File: src/hw/rtl/bsp_pkg.sv
// ============================================================================
// bsp_pkg: shared types and constants for the cubic B-spline evaluator
// Fixed-point widths, item codes, register indexes and the structs that
// travel from the sequencer into the basis pipeline and on to the accumulator.
// ============================================================================
package bsp_pkg;

    localparam int FRAC_W  = 24;
    localparam int COEF_W  = 24;
    localparam int POS_W   = 24;
    localparam int IDX_W   = 10;
    localparam int DIFF_W  = 25;
    localparam int U_W     = 49;
    localparam int N_W     = 25;
    localparam int BND_W   = 27;
    localparam int Z_W     = 51;
    localparam int T_W     = 26;
    localparam int SQ_W    = 27;
    localparam int CUBE_W  = 28;
    localparam int T1_W    = 25;
    localparam int SQ2_W   = 25;
    localparam int C2_W    = 25;
    localparam int PHI_W   = 27;
    localparam int B_W     = 29;
    localparam int PROD_W  = 53;
    localparam int ACC_W   = 56;
    localparam int RND_W   = 32;
    localparam int SUM_W   = 33;

    localparam int PIPE_LAT = 8;
    localparam int CNT_W    = $clog2(PIPE_LAT + 1);

    localparam logic [T_W-1:0] ONE_Q = T_W'(1) << FRAC_W;
    localparam logic [T_W-1:0] TWO_Q = T_W'(2) << FRAC_W;

    localparam logic [IDX_W-1:0] MIN_LAST = IDX_W'(3);

    localparam logic signed [SUM_W-1:0] Y_MAX = SUM_W'(8388607);
    localparam logic signed [SUM_W-1:0] Y_MIN = -SUM_W'(8388608);

    typedef enum logic {
        OP_LOAD = 1'b0,
        OP_EVAL = 1'b1
    } op_t;

    typedef enum logic [1:0] {
        CFG_ORIGIN = 2'd0,
        CFG_RECIP  = 2'd1,
        CFG_LAST   = 2'd2,
        CFG_OFFSET = 2'd3
    } cfg_idx_t;

    typedef enum logic [1:0] {
        W_NONE = 2'd0,
        W_ONE  = 2'd1,
        W_FOUR = 2'd2
    } wsel_t;

    typedef struct packed {
        logic                  valid;
        wsel_t                 wsel;
        logic signed [Z_W-1:0] zm;
        logic signed [Z_W-1:0] zb;
    } term_t;

    typedef struct packed {
        logic                  valid;
        logic signed [B_W-1:0] basis;
    } basis_t;

endpackage

File: src/hw/rtl/bsp_mac.sv
// ============================================================================
// bsp_mac: coefficient multiply-accumulate
// Multiply each coefficient by its knot basis, then add into the Q.40 sum.
// ============================================================================
module bsp_mac
    import bsp_pkg::*;
(
    input  logic                     clk,
    input  logic                     rst_n,
    input  logic                     clear,
    input  basis_t                   basis_i,
    input  logic signed [COEF_W-1:0] coef_i,
    output logic signed [ACC_W-1:0]  acc_o
);

    logic                     pv_reg;
    logic signed [PROD_W-1:0] prod_reg;
    logic signed [PROD_W-1:0] prod_next;
    logic signed [ACC_W-1:0]  acc_reg;

    assign prod_next = coef_i * basis_i.basis;

    always_ff @(posedge clk or negedge rst_n)
    begin
        if (!rst_n)
        begin
            pv_reg  <= 1'b0;
            acc_reg <= '0;
        end
        else
        begin
            pv_reg <= basis_i.valid;
            if (clear)
            begin
                acc_reg <= '0;
            end
            else if (pv_reg)
            begin
                acc_reg <= acc_reg + ACC_W'(prod_reg);
            end
        end
    end

    always_ff @(posedge clk)
    begin
        prod_reg <= prod_next;
    end

    assign acc_o = acc_reg;

endmodule

File: config.mk
export PLATFORM = sky130hd
export DESIGN_NAME = bsp_mac
export DESIGN_NICKNAME = d
export VERILOG_FILES = /design/src/hw/rtl/bsp_pkg.sv /design/src/hw/rtl/bsp_mac.sv
export SDC_FILE = /design/constraint.sdc
export NUM_CORES = 2
export LEC_CHECK = 0
export BUFFER_PORTS_ARGS = -buffer_cell sky130_fd_sc_hd__buf_2
export CAP_MARGIN = 20
export CORE_UTILIZATION = 55
export DETAILED_ROUTE_END_ITERATION = 10
export PLACE_DENSITY_LB_ADDON = 0.05
export SLEW_MARGIN = 40
export SYNTH_ARGS = -nofsm -noshare
export SYNTH_HDL_FRONTEND = slang
export SYNTH_SLANG_ARGS = --single-unit
export TNS_END_PERCENT = 1
File: constraint.sdc
create_clock -name clk -period 3.89 [get_ports clk]
set_input_delay 0.389 -clock clk [delete_from_list [all_inputs] [get_ports clk]]
set_output_delay 0.389 -clock clk [all_outputs]
set_load 0.02 [all_outputs]
==> flow_summary_export.csv <==
group,metric,value,unit
finish,layout_common_cells,"sky130_fd_sc_hd__inv_1 (758), sky130_fd_sc_hd__fa_1 (686), sky130_fd_sc_hd__nand2_1 (393)",
floorplanning,core-area,0.0563,mm^2
detailed_routing,detail_route.iter0.violations,1329,
finish,drive_above_1_share,16.3,%
finish,nFillCells,4815,
finish,layout_commonest_cell,"sky130_fd_sc_hd__inv_1",
timing,final_min_period_over_clock_period,171,%
floorplanning,pin_count,113,
finish,design.final.nets,4701,
detailed_routing,detail_route.first_pass.iterations,5,
yosys,synthesis.nets,4389,
timing,fin_ws,-2.75,ns
floorplanning,die_area,0.0578,mm^2
placement,finalWeightedCongestion,0.936,
global_routing,grt_use_total,29.6,%
clock_network,cts-buffers-inserted,9,
placement,portBuffers,112,
yosys,sequential_to_total_area_share_from_yosys_stat,7.96,%
yosys,synthesis.area,0.0313,mm^2
detailed_routing,drt_wl_total,81.6,mm
timing,timing.final.crit_period,6.64,ns
yosys,dominantRegCellSynth,"sky130_fd_sc_hd__dfrtp_1",
floorplanning,die-width,240,um
setup_path,critPathCaptureType,"register",
setup_path,cp.required,4.18,ns
timing,clock_skew,0.00832,ns
finish,largest_register_ff_count,56,
timing,hold_viol_final,0,
setup_path,critical_path_peak_fanout,17,
setup_path,timing.critical_path.from_type,"primary input",
outcome,violations,"negative setup slack",
detailed_routing,wire_per_inst,18.2,um
setup_path,timing_worst_setup_path_type,"primary input to register",
global_routing,first_global_vias,25700,
clock_network,clockBufferDepth,2,
clock_network,cts-root-buf,"sky130_fd_sc_hd__clkbuf_16",
finish,finalCoreUtilization,64.3,%
timing,fmax,151,MHz
timing,timing.final.setup_violations,46,
outcome,run_status,"finished with violations",
yosys,ys_async_sr_fraction,51.8,%
floorplanning,initial_utilization,55.5,%
timing,fin_tns_setup,-88.80,ns
job,drv_cap,0,
finish,antenna_cells_inserted,0,
worst_hold_path,class_of_the_tightest_hold_or_removal_check,"primary input to register",
timing,tightestPinTransition,0.721,ns
placement,detailedPlacementHpwl,70.9,mm
timing,timing_max_transition_violations_final,0,
clock_network,cts_tree,"done",
yosys,synth_seq_cells,110,
floorplanning,die_h,240,um
setup_path,endpoint_arrival_time_on_the_critical_path,6.94,ns
yosys,yosysUniqueCellTypes,73,
clock_network,htree_num_levels,3,
floorplanning,num_rows,87,
detailed_routing,route.vias.total,23800,
yosys,synth_warnings,0,
detailed_routing,postRouteAntennaNets,0,
detailed_routing,drc,0,
timing,max_slew_margin,51.9,%
timing,rsz0062_at_grt,"true",
clock_network,clkSinkCount,110,
global_routing,antenna_found_initial,0,
finish,area.growth.synth_to_final,15.9,%
timing,hold_slack,0.136,ns
clock_network,worst_setup_hold_path_clk_slew,0.07,ns
yosys,synthesis.area_per_instance,9.15,um^2
detailed_routing,routed_via_density,5.30,
global_routing,maximum_number_of_pins_on_one_net_before_global_route_repair,49,
global_routing,grt_pass1_wl,134,mm
yosys,number_of_enable_type_register_cells_in_the_synthesized_netlist,0,
yosys,post_synth_inst_count,3415,
global_routing,gr_overflow_total,0,
clock_network,clk-insertion-delay-late,0.37,ns
-- critical path, stage by stage --
cell and delay (ns):
sky130_fd_sc_hd__buf_4 0.20, sky130_fd_sc_hd__and2_1 0.21, sky130_fd_sc_hd__fa_1 0.55, sky130_fd_sc_hd__inv_1 0.07, sky130_fd_sc_hd__fa_1 0.54, sky130_fd_sc_hd__fa_2 0.45, sky130_fd_sc_hd__fa_1 0.56, sky130_fd_sc_hd__inv_1 0.06
sky130_fd_sc_hd__fa_1 0.44, sky130_fd_sc_hd__fa_1 0.52, sky130_fd_sc_hd__inv_1 0.05, sky130_fd_sc_hd__fa_1 0.47, sky130_fd_sc_hd__inv_1 0.06, sky130_fd_sc_hd__ha_4 0.21, sky130_fd_sc_hd__a21oi_1 0.17, sky130_fd_sc_hd__a2bb2oi_2 0.15
sky130_fd_sc_hd__a21oi_1 0.09, sky130_fd_sc_hd__o31a_1 0.36, sky130_fd_sc_hd__a2111oi_4 0.48, sky130_fd_sc_hd__o31ai_4 0.12, sky130_fd_sc_hd__a221oi_4 0.30, sky130_fd_sc_hd__o21bai_1 0.13, sky130_fd_sc_hd__a21oi_1 0.19, sky130_fd_sc_hd__xnor2_1 0.14
-- worst paths after layout --
| check | start | to | slack [ns] | cells past startpoint |
|---|---|---|---|---|
| min | basis_i[29] | pv_reg$_DFF_PN0_ | 0.14 | 1 |
| min in group asynchronous | rst_n | acc_o[2]$_DFFE_PN0P_ | 0.53 | 2 |
| max | basis_i[23] | prod_reg[50]$_DFF_P_ | -2.75 | 24 |
| max reg2reg | acc_o[5]$_DFFE_PN0P_ | acc_o[37]$_DFFE_PN0P_ | 0.29 | 12 |
| max in group asynchronous | rst_n | pv_reg$_DFF_PN0_ | 2.47 | 3 |
| min reg2reg | acc_o[54]$_DFFE_PN0P_ | acc_o[54]$_DFFE_PN0P_ | 0.52 | 1 |
-- synthesized netlist by cell type (6+ instances only) --
cell	count	share of area, %
sky130_fd_sc_hd__a211oi_1	19	0.46
sky130_fd_sc_hd__a21o_1	47	1.1
sky130_fd_sc_hd__a21oi_1	123	2.0
sky130_fd_sc_hd__a22o_1	10	0.28
sky130_fd_sc_hd__a31oi_1	8	0.16
sky130_fd_sc_hd__and2_1	339	6.8
sky130_fd_sc_hd__and3_1	9	0.18
sky130_fd_sc_hd__buf_1	6	0.072
sky130_fd_sc_hd__clkbuf_1	149	1.8
sky130_fd_sc_hd__dfrtp_1	57	4.6
sky130_fd_sc_hd__dfxtp_1	53	3.4
sky130_fd_sc_hd__fa_1	718	46
sky130_fd_sc_hd__ha_1	199	8.0
sky130_fd_sc_hd__inv_1	768	9.2
sky130_fd_sc_hd__mux2i_1	36	1.2
sky130_fd_sc_hd__nand2_1	396	4.8
sky130_fd_sc_hd__nand2b_1	16	0.32
sky130_fd_sc_hd__nand3_1	16	0.26
sky130_fd_sc_hd__nand4_1	12	0.24
sky130_fd_sc_hd__nor2_1	100	1.2
sky130_fd_sc_hd__nor2b_1	31	0.62
sky130_fd_sc_hd__nor3_1	9	0.14
sky130_fd_sc_hd__o211ai_1	9	0.22
sky130_fd_sc_hd__o21a_1	11	0.26
sky130_fd_sc_hd__o21ai_0	58	0.93
sky130_fd_sc_hd__o21bai_1	24	0.58
sky130_fd_sc_hd__or3_1	6	0.12
sky130_fd_sc_hd__xnor2_1	71	2.0
sky130_fd_sc_hd__xor2_1	33	0.92
-- routing by layer --
layer / GRT usage (%) / up-vias / part of all wire [%]
met5: 0 / - / 0
met4: 5.04 / 0 / 1.6
met3: 3.77 / 83 / 6.3
met2: 48.0 / 747 / 47
met1: 43.2 / 12100 / 45
li1: - / 10800 / -
-- through the flow --
step                std cells  instance area (um^2)  setup WS [ns]
floorplan                3415                 31700          -2.68
global placement         4467                 35200          -3.31
detailed placement       4467                 35200          -3.46
CTS                      4485                 35900          -2.78
global route             4487                 36200          -2.97
finish                   4487                 36200          -2.75
-- kinds of logic (layout without fill, tap and decap cells) --
logic type | Yosys count | in the layout | share of synthesized area (%)
DFF | 110 | 110 | 7.96
xor gates and xnor gates | 104 | 104 | 2.91
muxes | 37 | 37 | 1.19
and+or+nand+nor | 963 | 963 | 15.4
buffers and inverters | 926 | 1242 | 11.1
AOI/OAI and AO/OA | 358 | 358 | 7.46
adders and majority gates | 917 | 917 | 54.0
-- repair_timing --
action                     4_1_cts  5_1_grt
setup endpoints to repair       46       47
buffers inserted                 2        0
pin swaps                       32       32
hold buffers                     1        0
gates resized for setup        113       75
hold endpoints to repair        15        0
gates cloned                     0        2
-- area by class of cell --
class | instances | area (um^2) | share of cell area (%)
well taps | 756 | 946 | 2.61
flip-flops and latches | 110 | 2490 | 6.87
clock inverters | 5 | 35.0 | 0.0968
inverters | 768 | 2890 | 7.97
multi-input cells | 2379 | 25900 | 71.5
repair buffers | 459 | 3730 | 10.3
clock buffers | 10 | 239 | 0.660
Power is left out: the tool's default activity adds up to more than one toggle a clock period on the data nets, which glitch-free logic cannot reach.
